## src/hdl/pls_pkg.sv

```systemverilog
`timescale 1ns / 1ps

package pls_pkg;

   // Field widths of the channel interface.
   localparam int CHAN_W    = 6;
   localparam int LEVEL_W   = 8;
   localparam int TABLE_W   = 48;
   localparam int CSR_DATA_W = 64;
   localparam int CSR_ADDR_W = 6;
   localparam int CSR_IDX_W  = 3;

   localparam int NUM_CHANNELS_DEF = 6;

   // Register indexes; each register sits at byte address 8 * index.
   localparam logic [CSR_IDX_W-1:0] REG_ENABLE    = 3'd0;
   localparam logic [CSR_IDX_W-1:0] REG_THRESHOLD = 3'd1;
   localparam logic [CSR_IDX_W-1:0] REG_LOAD      = 3'd2;
   localparam logic [CSR_IDX_W-1:0] REG_PRIORITY  = 3'd3;
   localparam logic [CSR_IDX_W-1:0] REG_LOW_CODE  = 3'd4;
   localparam logic [CSR_IDX_W-1:0] REG_MED_CODE  = 3'd5;
   localparam logic [CSR_IDX_W-1:0] REG_TIMEOUT   = 3'd6;

   // Reset values of the registers.
   localparam logic [LEVEL_W-1:0] THRESHOLD_RST = 8'd95;
   localparam logic [LEVEL_W-1:0] LOW_CODE_RST  = 8'd1;
   localparam logic [LEVEL_W-1:0] MED_CODE_RST  = 8'd2;
   localparam logic [LEVEL_W-1:0] TIMEOUT_RST   = 8'd75;

   typedef struct packed {
      logic               enable;
      logic [LEVEL_W-1:0] threshold;
      logic [TABLE_W-1:0] load_table;
      logic [TABLE_W-1:0] priority_table;
      logic [LEVEL_W-1:0] low_code;
      logic [LEVEL_W-1:0] med_code;
      logic [LEVEL_W-1:0] timeout;
   } cfg_type;

endpackage

```

## src/hdl/pls_csr.sv

```systemverilog
`timescale 1ns / 1ps

module pls_csr (
   input  logic                              clock,
   input  logic                              reset,
   input  logic                              csr_psel,
   input  logic                              csr_penable,
   input  logic                              csr_pwrite,
   input  logic [pls_pkg::CSR_ADDR_W-1:0]    csr_paddr,
   input  logic [pls_pkg::CSR_DATA_W-1:0]    csr_pwdata,
   output logic [pls_pkg::CSR_DATA_W-1:0]    csr_prdata,
   output logic                              csr_pready,
   output pls_pkg::cfg_type                  cfg
);

   pls_pkg::cfg_type                 cfg_ff;
   logic [pls_pkg::CSR_IDX_W-1:0]    idx;
   logic                             wr_en;

   assign idx        = csr_paddr[pls_pkg::CSR_ADDR_W-1:3];
   assign wr_en      = csr_psel && csr_penable && csr_pwrite;
   assign csr_pready = 1'b1;
   assign cfg        = cfg_ff;

   always_ff @(posedge clock) begin
      if (reset) begin
         cfg_ff.enable         <= 1'b0;
         cfg_ff.threshold      <= pls_pkg::THRESHOLD_RST;
         cfg_ff.load_table     <= '0;
         cfg_ff.priority_table <= '0;
         cfg_ff.low_code       <= pls_pkg::LOW_CODE_RST;
         cfg_ff.med_code       <= pls_pkg::MED_CODE_RST;
         cfg_ff.timeout        <= pls_pkg::TIMEOUT_RST;
      end else if (wr_en) begin
         case (idx)
            pls_pkg::REG_ENABLE:    cfg_ff.enable         <= csr_pwdata[0];
            pls_pkg::REG_THRESHOLD: cfg_ff.threshold      <= csr_pwdata[pls_pkg::LEVEL_W-1:0];
            pls_pkg::REG_LOAD:      cfg_ff.load_table     <= csr_pwdata[pls_pkg::TABLE_W-1:0];
            pls_pkg::REG_PRIORITY:  cfg_ff.priority_table <= csr_pwdata[pls_pkg::TABLE_W-1:0];
            pls_pkg::REG_LOW_CODE:  cfg_ff.low_code       <= csr_pwdata[pls_pkg::LEVEL_W-1:0];
            pls_pkg::REG_MED_CODE:  cfg_ff.med_code       <= csr_pwdata[pls_pkg::LEVEL_W-1:0];
            pls_pkg::REG_TIMEOUT:   cfg_ff.timeout        <= csr_pwdata[pls_pkg::LEVEL_W-1:0];
            default: begin
            end
         endcase
      end
   end

   // Reads return the register contents, zero-extended.
   always_comb begin
      csr_prdata = '0;
      case (idx)
         pls_pkg::REG_ENABLE:    csr_prdata = pls_pkg::CSR_DATA_W'(cfg_ff.enable);
         pls_pkg::REG_THRESHOLD: csr_prdata = pls_pkg::CSR_DATA_W'(cfg_ff.threshold);
         pls_pkg::REG_LOAD:      csr_prdata = pls_pkg::CSR_DATA_W'(cfg_ff.load_table);
         pls_pkg::REG_PRIORITY:  csr_prdata = pls_pkg::CSR_DATA_W'(cfg_ff.priority_table);
         pls_pkg::REG_LOW_CODE:  csr_prdata = pls_pkg::CSR_DATA_W'(cfg_ff.low_code);
         pls_pkg::REG_MED_CODE:  csr_prdata = pls_pkg::CSR_DATA_W'(cfg_ff.med_code);
         pls_pkg::REG_TIMEOUT:   csr_prdata = pls_pkg::CSR_DATA_W'(cfg_ff.timeout);
         default:                csr_prdata = '0;
      endcase
   end

endmodule

```

## src/hdl/priority_load_shedder.sv

```systemverilog
`timescale 1ns / 1ps
// Sequencer: a disabled or short silent tick goes straight to the finish state; a restore
// scans the channels once, an overload shed scans them in a low and a medium pass, and a
// timed-out tick first sums the loads and then sheds. One transaction at a time: no new tick
// is taken until the sequencer is idle again, and it waits while a result is held back.
// Reset: synchronous, active high; clears the shed flags, the silence counter, the sequencer
// and the result valid, and loads the registers with their documented reset values.

module priority_load_shedder #(
   parameter int NUM_CHANNELS = pls_pkg::NUM_CHANNELS_DEF
) (
   input  logic                              clock,
   input  logic                              reset,
   // Tick input channel.
   input  logic                              req_valid,
   output logic                              req_ready,
   input  logic                              req_reading_valid,
   input  logic [pls_pkg::LEVEL_W-1:0]       req_power_reading,
   input  logic [pls_pkg::CHAN_W-1:0]        req_channels_on,
   // Result channel.
   output logic                              rsp_valid,
   input  logic                              rsp_ready,
   output logic [pls_pkg::CHAN_W-1:0]        rsp_turn_off_mask,
   output logic [pls_pkg::CHAN_W-1:0]        rsp_turn_on_mask,
   output logic [pls_pkg::CHAN_W-1:0]        rsp_shed_mask,
   output logic                              rsp_data_timed_out,
   // Register port.
   input  logic                              csr_psel,
   input  logic                              csr_penable,
   input  logic                              csr_pwrite,
   input  logic [pls_pkg::CSR_ADDR_W-1:0]    csr_paddr,
   input  logic [pls_pkg::CSR_DATA_W-1:0]    csr_pwdata,
   output logic [pls_pkg::CSR_DATA_W-1:0]    csr_prdata,
   output logic                              csr_pready
);

   // The channel index counts 0 .. NUM_CHANNELS-1 and needs at least one bit.
   localparam int CH_W = (NUM_CHANNELS > 1) ? $clog2(NUM_CHANNELS) : 1;
   localparam logic [CH_W-1:0] LAST_CH = CH_W'(NUM_CHANNELS - 1);
   localparam logic [pls_pkg::CHAN_W-1:0] CHAN_MASK =
      pls_pkg::CHAN_W'((1 << NUM_CHANNELS) - 1);
   // The load estimate holds the sum of NUM_CHANNELS eight-bit loads.
   localparam int SUM_W = pls_pkg::LEVEL_W + $clog2(NUM_CHANNELS + 1);
   localparam logic [pls_pkg::LEVEL_W-1:0] COUNT_MAX = '1;

   // Sequencer states.
   localparam logic [2:0] ST_IDLE    = 3'd0;
   localparam logic [2:0] ST_SUM     = 3'd1;
   localparam logic [2:0] ST_SHED    = 3'd2;
   localparam logic [2:0] ST_RESTORE = 3'd3;
   localparam logic [2:0] ST_FINISH  = 3'd4;

   pls_pkg::cfg_type cfg;

   pls_csr u_csr (
      .clock       (clock),
      .reset       (reset),
      .csr_psel    (csr_psel),
      .csr_penable (csr_penable),
      .csr_pwrite  (csr_pwrite),
      .csr_paddr   (csr_paddr),
      .csr_pwdata  (csr_pwdata),
      .csr_prdata  (csr_prdata),
      .csr_pready  (csr_pready),
      .cfg         (cfg)
   );

   // Control state.
   logic [2:0]                     state_ff, state_in;
   logic [CH_W-1:0]                ch_ff, ch_in;
   logic                           pass_med_ff, pass_med_in;
   logic                           est_ff, est_in;
   logic [pls_pkg::CHAN_W-1:0]     flags_ff, flags_in;
   logic [pls_pkg::LEVEL_W-1:0]    count_ff, count_in;
   logic                           rsp_valid_ff, rsp_valid_in;
   // Working registers of the transaction in flight.
   logic [pls_pkg::CHAN_W-1:0]     on_ff, on_in;
   logic [pls_pkg::CHAN_W-1:0]     off_ff, off_in;
   logic [pls_pkg::CHAN_W-1:0]     turn_on_ff, turn_on_in;
   logic                           timed_ff, timed_in;
   logic [SUM_W-1:0]               sum_ff, sum_in;
   logic [pls_pkg::LEVEL_W-1:0]    reading_ff, reading_in;
   // Result registers.
   logic [pls_pkg::CHAN_W-1:0]     rsp_off_ff, rsp_off_in;
   logic [pls_pkg::CHAN_W-1:0]     rsp_on_ff, rsp_on_in;
   logic [pls_pkg::CHAN_W-1:0]     rsp_shed_ff, rsp_shed_in;
   logic                           rsp_timed_ff, rsp_timed_in;

   // The shared datapath: the load and priority of the channel under the index, the restore
   // adder and the compares that the scan steps use.
   logic [pls_pkg::LEVEL_W-1:0]    ch_load;
   logic [pls_pkg::LEVEL_W-1:0]    ch_prio;
   logic [pls_pkg::LEVEL_W-1:0]    pass_code;
   logic [pls_pkg::LEVEL_W:0]      restore_sum;
   logic                           over;
   logic                           prio_hit;
   logic                           last;
   logic [pls_pkg::LEVEL_W-1:0]    count_next;

   assign ch_load     = cfg.load_table[ch_ff * pls_pkg::LEVEL_W +: pls_pkg::LEVEL_W];
   assign ch_prio     = cfg.priority_table[ch_ff * pls_pkg::LEVEL_W +: pls_pkg::LEVEL_W];
   assign pass_code   = pass_med_ff ? cfg.med_code : cfg.low_code;
   assign prio_hit    = on_ff[ch_ff] && (ch_prio == pass_code);
   assign restore_sum = {1'b0, reading_ff} + {1'b0, ch_load};
   // In a timed-out tick shedding only goes on while the estimate exceeds the threshold.
   assign over        = !est_ff || (sum_ff > SUM_W'(cfg.threshold));
   assign last        = (ch_ff == LAST_CH);
   assign count_next  = (count_ff == COUNT_MAX) ? COUNT_MAX : count_ff + 1'b1;

   assign req_ready = (state_ff == ST_IDLE);

   always_comb begin
      state_in     = state_ff;
      ch_in        = ch_ff;
      pass_med_in  = pass_med_ff;
      est_in       = est_ff;
      flags_in     = flags_ff;
      count_in     = count_ff;
      on_in        = on_ff;
      off_in       = off_ff;
      turn_on_in   = turn_on_ff;
      timed_in     = timed_ff;
      sum_in       = sum_ff;
      reading_in   = reading_ff;
      rsp_valid_in = rsp_valid_ff;
      rsp_off_in   = rsp_off_ff;
      rsp_on_in    = rsp_on_ff;
      rsp_shed_in  = rsp_shed_ff;
      rsp_timed_in = rsp_timed_ff;

      // A result that the consumer took frees the output register.
      if (rsp_valid_ff && rsp_ready) begin
         rsp_valid_in = 1'b0;
      end

      case (state_ff)
         ST_IDLE: begin
            if (req_valid) begin
               // Latch the tick and decide which scan it needs.
               on_in       = req_channels_on & CHAN_MASK;
               off_in      = '0;
               turn_on_in  = '0;
               timed_in    = 1'b0;
               sum_in      = '0;
               reading_in  = req_power_reading;
               ch_in       = '0;
               pass_med_in = 1'b0;
               est_in      = 1'b0;
               if (!cfg.enable) begin
                  state_in = ST_FINISH;
               end else if (req_reading_valid) begin
                  count_in = '0;
                  if (req_power_reading > cfg.threshold) begin
                     state_in = ST_SHED;
                  end else begin
                     state_in = ST_RESTORE;
                  end
               end else if (count_next >= cfg.timeout) begin
                  // Silence has lasted long enough: estimate the load from the table.
                  count_in = cfg.timeout;
                  timed_in = 1'b1;
                  est_in   = 1'b1;
                  state_in = ST_SUM;
               end else begin
                  count_in = count_next;
                  state_in = ST_FINISH;
               end
            end
         end
         ST_SUM: begin
            if (on_ff[ch_ff]) begin
               sum_in = sum_ff + SUM_W'(ch_load);
            end
            if (last) begin
               ch_in    = '0;
               state_in = ST_SHED;
            end else begin
               ch_in = ch_ff + 1'b1;
            end
         end
         ST_SHED: begin
            if (prio_hit && over) begin
               on_in    = on_ff & ~(pls_pkg::CHAN_W'(1) << ch_ff);
               off_in   = off_ff | (pls_pkg::CHAN_W'(1) << ch_ff);
               flags_in = flags_ff | (pls_pkg::CHAN_W'(1) << ch_ff);
               if (est_ff) begin
                  sum_in = sum_ff - SUM_W'(ch_load);
               end
            end
            if (!est_ff && prio_hit) begin
               // A reading above the threshold sheds one channel only.
               state_in = ST_FINISH;
            end else if (!over) begin
               // The estimate is low enough; the medium pass would not shed either.
               state_in = ST_FINISH;
            end else if (last) begin
               if (!pass_med_ff) begin
                  pass_med_in = 1'b1;
                  ch_in       = '0;
               end else begin
                  state_in = ST_FINISH;
               end
            end else begin
               ch_in = ch_ff + 1'b1;
            end
         end
         ST_RESTORE: begin
            // Bring back the first shed channel whose load keeps the total below threshold.
            if (flags_ff[ch_ff] && (restore_sum < {1'b0, cfg.threshold})) begin
               turn_on_in = pls_pkg::CHAN_W'(1) << ch_ff;
               flags_in   = flags_ff & ~(pls_pkg::CHAN_W'(1) << ch_ff);
               state_in   = ST_FINISH;
            end else if (last) begin
               state_in = ST_FINISH;
            end else begin
               ch_in = ch_ff + 1'b1;
            end
         end
         ST_FINISH: begin
            // Hand the result over once the output register is free.
            if (!rsp_valid_ff || rsp_ready) begin
               rsp_valid_in = 1'b1;
               rsp_off_in   = off_ff & CHAN_MASK;
               rsp_on_in    = turn_on_ff & CHAN_MASK;
               rsp_shed_in  = flags_ff & CHAN_MASK;
               rsp_timed_in = timed_ff;
               state_in     = ST_IDLE;
            end
         end
         default: begin
            state_in = ST_IDLE;
         end
      endcase
   end

   always_ff @(posedge clock) begin
      if (reset) begin
         state_ff     <= ST_IDLE;
         ch_ff        <= '0;
         pass_med_ff  <= 1'b0;
         est_ff       <= 1'b0;
         flags_ff     <= '0;
         count_ff     <= '0;
         rsp_valid_ff <= 1'b0;
      end else begin
         state_ff     <= state_in;
         ch_ff        <= ch_in;
         pass_med_ff  <= pass_med_in;
         est_ff       <= est_in;
         flags_ff     <= flags_in;
         count_ff     <= count_in;
         rsp_valid_ff <= rsp_valid_in;
      end
   end

   always_ff @(posedge clock) begin
      on_ff        <= on_in;
      off_ff       <= off_in;
      turn_on_ff   <= turn_on_in;
      timed_ff     <= timed_in;
      sum_ff       <= sum_in;
      reading_ff   <= reading_in;
      rsp_off_ff   <= rsp_off_in;
      rsp_on_ff    <= rsp_on_in;
      rsp_shed_ff  <= rsp_shed_in;
      rsp_timed_ff <= rsp_timed_in;
   end

   assign rsp_valid          = rsp_valid_ff;
   assign rsp_turn_off_mask  = rsp_off_ff;
   assign rsp_turn_on_mask   = rsp_on_ff;
   assign rsp_shed_mask      = rsp_shed_ff;
   assign rsp_data_timed_out = rsp_timed_ff;

   // An accepted transaction always moves the sequencer out of idle.
   a_busy_after_accept: assert property (@(posedge clock) disable iff (reset)
      (req_valid && req_ready) |=> (state_ff != ST_IDLE))
      else $error("sequencer stayed idle after an accepted transaction");

   // A restore turns on at most one channel.
   a_one_restore: assert property (@(posedge clock) disable iff (reset)
      rsp_valid |-> $onehot0(rsp_turn_on_mask))
      else $error("more than one channel restored in one transaction");

   // A channel is never switched off and on in the same transaction.
   a_no_overlap: assert property (@(posedge clock) disable iff (reset)
      rsp_valid |-> ((rsp_turn_off_mask & rsp_turn_on_mask) == '0))
      else $error("channel switched off and on in one transaction");

   // A timed-out tick only sheds and never restores.
   a_timeout_no_restore: assert property (@(posedge clock) disable iff (reset)
      (rsp_valid && rsp_data_timed_out) |-> (rsp_turn_on_mask == '0))
      else $error("restore reported on a timed-out transaction");

endmodule
```

## config.mk

```make
export PLATFORM = sky130hd
export DESIGN_NAME = priority_load_shedder
export DESIGN_NICKNAME = d
export VERILOG_FILES = /design/src/hdl/pls_pkg.sv /design/src/hdl/pls_csr.sv /design/src/hdl/priority_load_shedder.sv
export SDC_FILE = /design/constraint.sdc
export NUM_CORES = 1
export LEC_CHECK = 0
export ABC_AREA = 1
export BUFFER_PORTS_ARGS = -buffer_cell sky130_fd_sc_hd__clkbuf_2
export CAP_MARGIN = 20
export CORE_MARGIN = 2
export CORE_UTILIZATION = 45
export DETAILED_ROUTE_END_ITERATION = 8
export GPL_TIMING_DRIVEN = 0
export PLACE_DENSITY_LB_ADDON = 0.1
export SLEW_MARGIN = 20
export SYNTH_ARGS = -nofsm -noshare
export SYNTH_HDL_FRONTEND = slang
export SYNTH_HIERARCHICAL = 1
export SYNTH_SLANG_ARGS = --single-unit
```

## constraint.sdc

```tcl
create_clock -name clock -period 9.35 [get_ports clock]
set_clock_uncertainty 0.2 [all_clocks]
set_input_delay 0.4675 -clock clock [delete_from_list [all_inputs] [get_ports clock]]
set_output_delay 0.4675 -clock clock [all_outputs]
set_load 0.02 [all_outputs]
```

==> run summary <==
routed vias -> 12.7k
FF-to-FF path depth -> 27
Port Buffer Count -> 139
Antenna Cells -> 0
final setup violation count -> 0
peak fanout along the critical path -> 10
critical path class -> flip-flop to flip-flop
chip width -> 171 um
Fin. Hold Viols -> 0
Setup TNS Final -> 0 ns
Seq cells post-synth -> 209
CTS Sinks -> 209
most used cell, CP -> nand2_1
Pins Over Slew Limit -> 0
GRT Total Usage -> 28.3%
clk buf depth -> 3
vias in the first global route -> 11.5k
XOR/XNOR Fraction of Synth Area -> 1.11%
Ys Warns -> 6
Synth Area per Inst -> 6.69 um^2
Nets -> 2221
Critical-path top delay cell -> dfxtp_1
compound-gate portion of the synthesized area -> 8.82%
gr ovfl total -> 0
Routed wire per std cell -> 16.9 um
Mapped Cells -> 1879
RSZ-0062 raised after global routing -> no
HPWL after DPL -> 32.0 mm
Critical Path Max Stage Delay -> 0.50 ns
Synth Area in Adders -> 5.89%
initial antenna violation count -> 1
global placer's final weighted congestion -> 1.00
CP Launch Type -> flip-flop
H-tree depth -> 1
core area -> 27600 um^2
clock root cell -> clkbuf_16
post-synthesis mux area share -> 0.239%
Final WS setup -> 4.08 ns
Resize count post-CTS -> 0
layout cell share with drive strength beyond 1 -> 13.5%
Area contributors post-synth -> dfxtp_1 24%, nand2_1 16%, edfxtp_1 14%
Max VDD drop -> 0.141 mV
simple-gate area share of the yosys netlist -> 35.7%
starting density of the core -> 45.5%
sequential area share after synthesis -> 37.8%
area leader, netlist -> dfxtp_1
Cell Pwr Density -> 281 nW/um^2
Hold Path Class -> input pin to flip-flop
IO Pins -> 178
die height -> 171 um
max_slew headroom -> 31.8%
top cell type's share of synthesized area -> 24.2%
run status -> complete, no violations
Min Hold Slack -> 0.0259 ns
largest net degree at the start of global routing -> 20
Post-route DRC -> 0
Avg Vias per Cell -> 5.16
Post-Syn Area -> 12600 um^2
hold path depth -> 3
die area -> 29300 um^2
Clock Latency Late Sink -> 0.53 ns
total power -> 4130 uW
worst endpoint data arrival time -> 5.49 ns
antenna viol nets, final -> 0
Max Fclk -> 190 MHz
drt total wl -> 41.8 mm
largest family of logic cells by synthesized area -> simple AND/OR/NAND/NOR gates
CTS tree -> yes
Pre-Repair DR Iteration Count -> 5
Static Leak -> 0.00725 uW
maxcap violations -> 0
P&R area growth vs syn -> 17.2%
dpl ws -> 4.19 ns
fin crit period -> 5.27 ns
worst-margin pin slew -> 1.02 ns
Site Rows -> 61
clock slew at the register clock pins of the worst setup and hold paths -> 0.06 ns
final period utilization -> 56.4%
Crit. End Element -> flip-flop
first-pass GRT wire length -> 63.7 mm
Synth cell types -> 46
Initial DRC Count -> 1239
TritonCTS buffer count -> 24
critical path data required time -> 9.56 ns
## cells by family after synthesis
| group | after synthesis |
|---|---|
| and+or+nand+nor | 1105 |
| buffers and inverters | 293 |
| AOI/OAI and AO/OA | 193 |
| DFF | 209 |
| xor gates and xnor gates | 16 |
| adders and majority gates | 58 |
| other | 2 |
| muxes | 3 |
## area by class of cell
cell class | count | area (um^2)
Clock inverter | 10 | 124
Sequential cell | 209 | 4750
Timing Repair Buffer | 151 | 816
Multi-Input combinational cell | 1392 | 6570
Clock buffer | 34 | 689
Buffer | 108 | 611
Tap cell | 378 | 473
Inverter | 185 | 694
Fill cell | 2864 | 12900
## routing by layer
| layer | up-vias | share of wire (%) | global-route usage (%) |
|---|---|---|---|
| li1 | 6335 | - | - |
| met1 | 5857 | 44 | 38.2 |
| met2 | 460 | 47 | 47.8 |
| met3 | 84 | 5.9 | 2.82 |
| met4 | 2 | 3.3 | 8.70 |
| met5 | - | 0.038 | 0 |
## power by group
part           internal, uW  switching, uW  total [uW]
registers              1120           76.0        1200
logic                   666           1290        1950
clock network           594            387         980
total                  2380           1750        4130
## stage by stage
step	util, %	area (um^2)	cells
global route	53.3	14700	2467
finish	53.3	14700	2467
CTS	53.3	14700	2467
global placement	49.9	13800	2411
floorplan	-	12600	1894
detailed placement	49.9	13800	2411
## synth_stat cells (all sizes together)
| cell type | count |
|---|---|
| a211o | 1 |
| a21o | 1 |
| a21oi | 59 |
| a22o | 1 |
| a22oi | 8 |
| a31oi | 3 |
| buf | 83 |
| clkbuf | 25 |
| clkinv | 2 |
| conb | 2 |
| dfxtp | 152 |
| edfxtp | 57 |
| fa | 2 |
| ha | 56 |
| inv | 183 |
| mux2i | 3 |
| nand2 | 550 |
| nand3 | 128 |
| nand3b | 3 |
| nand4 | 30 |
| nor2 | 374 |
| nor3 | 8 |
| nor4 | 2 |
| o2111ai | 2 |
| o211ai | 5 |
| o21a | 11 |
| o21ai | 82 |
| o21bai | 2 |
| o22ai | 9 |
| o311ai | 1 |
| o31ai | 6 |
| o41ai | 2 |
| or2 | 10 |
| xnor2 | 9 |
| xor2 | 7 |
## worst max-delay path, delay by kind of cell (launching register included)
| family | cells | cell delay [ns] |
|---|---|---|
| simple gates | 13 | 1.53 |
| buf+inv | 6 | 1.07 |
| fa+ha+maj | 3 | 0.86 |
| compound gates | 4 | 0.80 |
| flops | 1 | 0.50 |
| xor+xnor | 1 | 0.18 |
## final timing paths
kind,to,startpoint,slack (ns)
setup reg to reg,ch_ff[2],ch_ff[0],4.08
setup / recovery,ch_ff[2],ch_ff[0],4.08
hold reg to reg,rsp_turn_on_mask[4],turn_on_ff[4],0.22
hold / removal,u_csr/cfg[126],csr_pwdata[6],0.03
## placed cells by master, fill, tap and decap left out, drive strengths merged, types with 9 or more instances in the layout
master / n
clkbuf: 198
nand2: 550
o21a: 11
nand3: 128
nor2: 374
ha: 56
dlygate4sd3: 12
or2: 10
a21oi: 59
conb: 17
xnor2: 9
o21ai: 82
o22ai: 9
dfxtp: 152
edfxtp: 57
nand4: 30
inv: 183
buf: 83
## sequential cells by signal, summed over array words and instances (netlist names), 3 cells and up, named ones only
register	count
ch_ff	3
count_ff	8
off_ff	6
on_ff	6
reading_ff	8
rsp_shed_mask	6
rsp_turn_off_mask	6
rsp_turn_on_mask	6
state_ff	3
sum_ff	11
turn_on_ff	6
u_csr/cfg	129
## timing repair
action	4_1_cts	5_1_grt
hold buffers	12	0
buffers inserted	0	0
endpoints found under the hold margin	14	0
(Power assumes the default switching activity.)
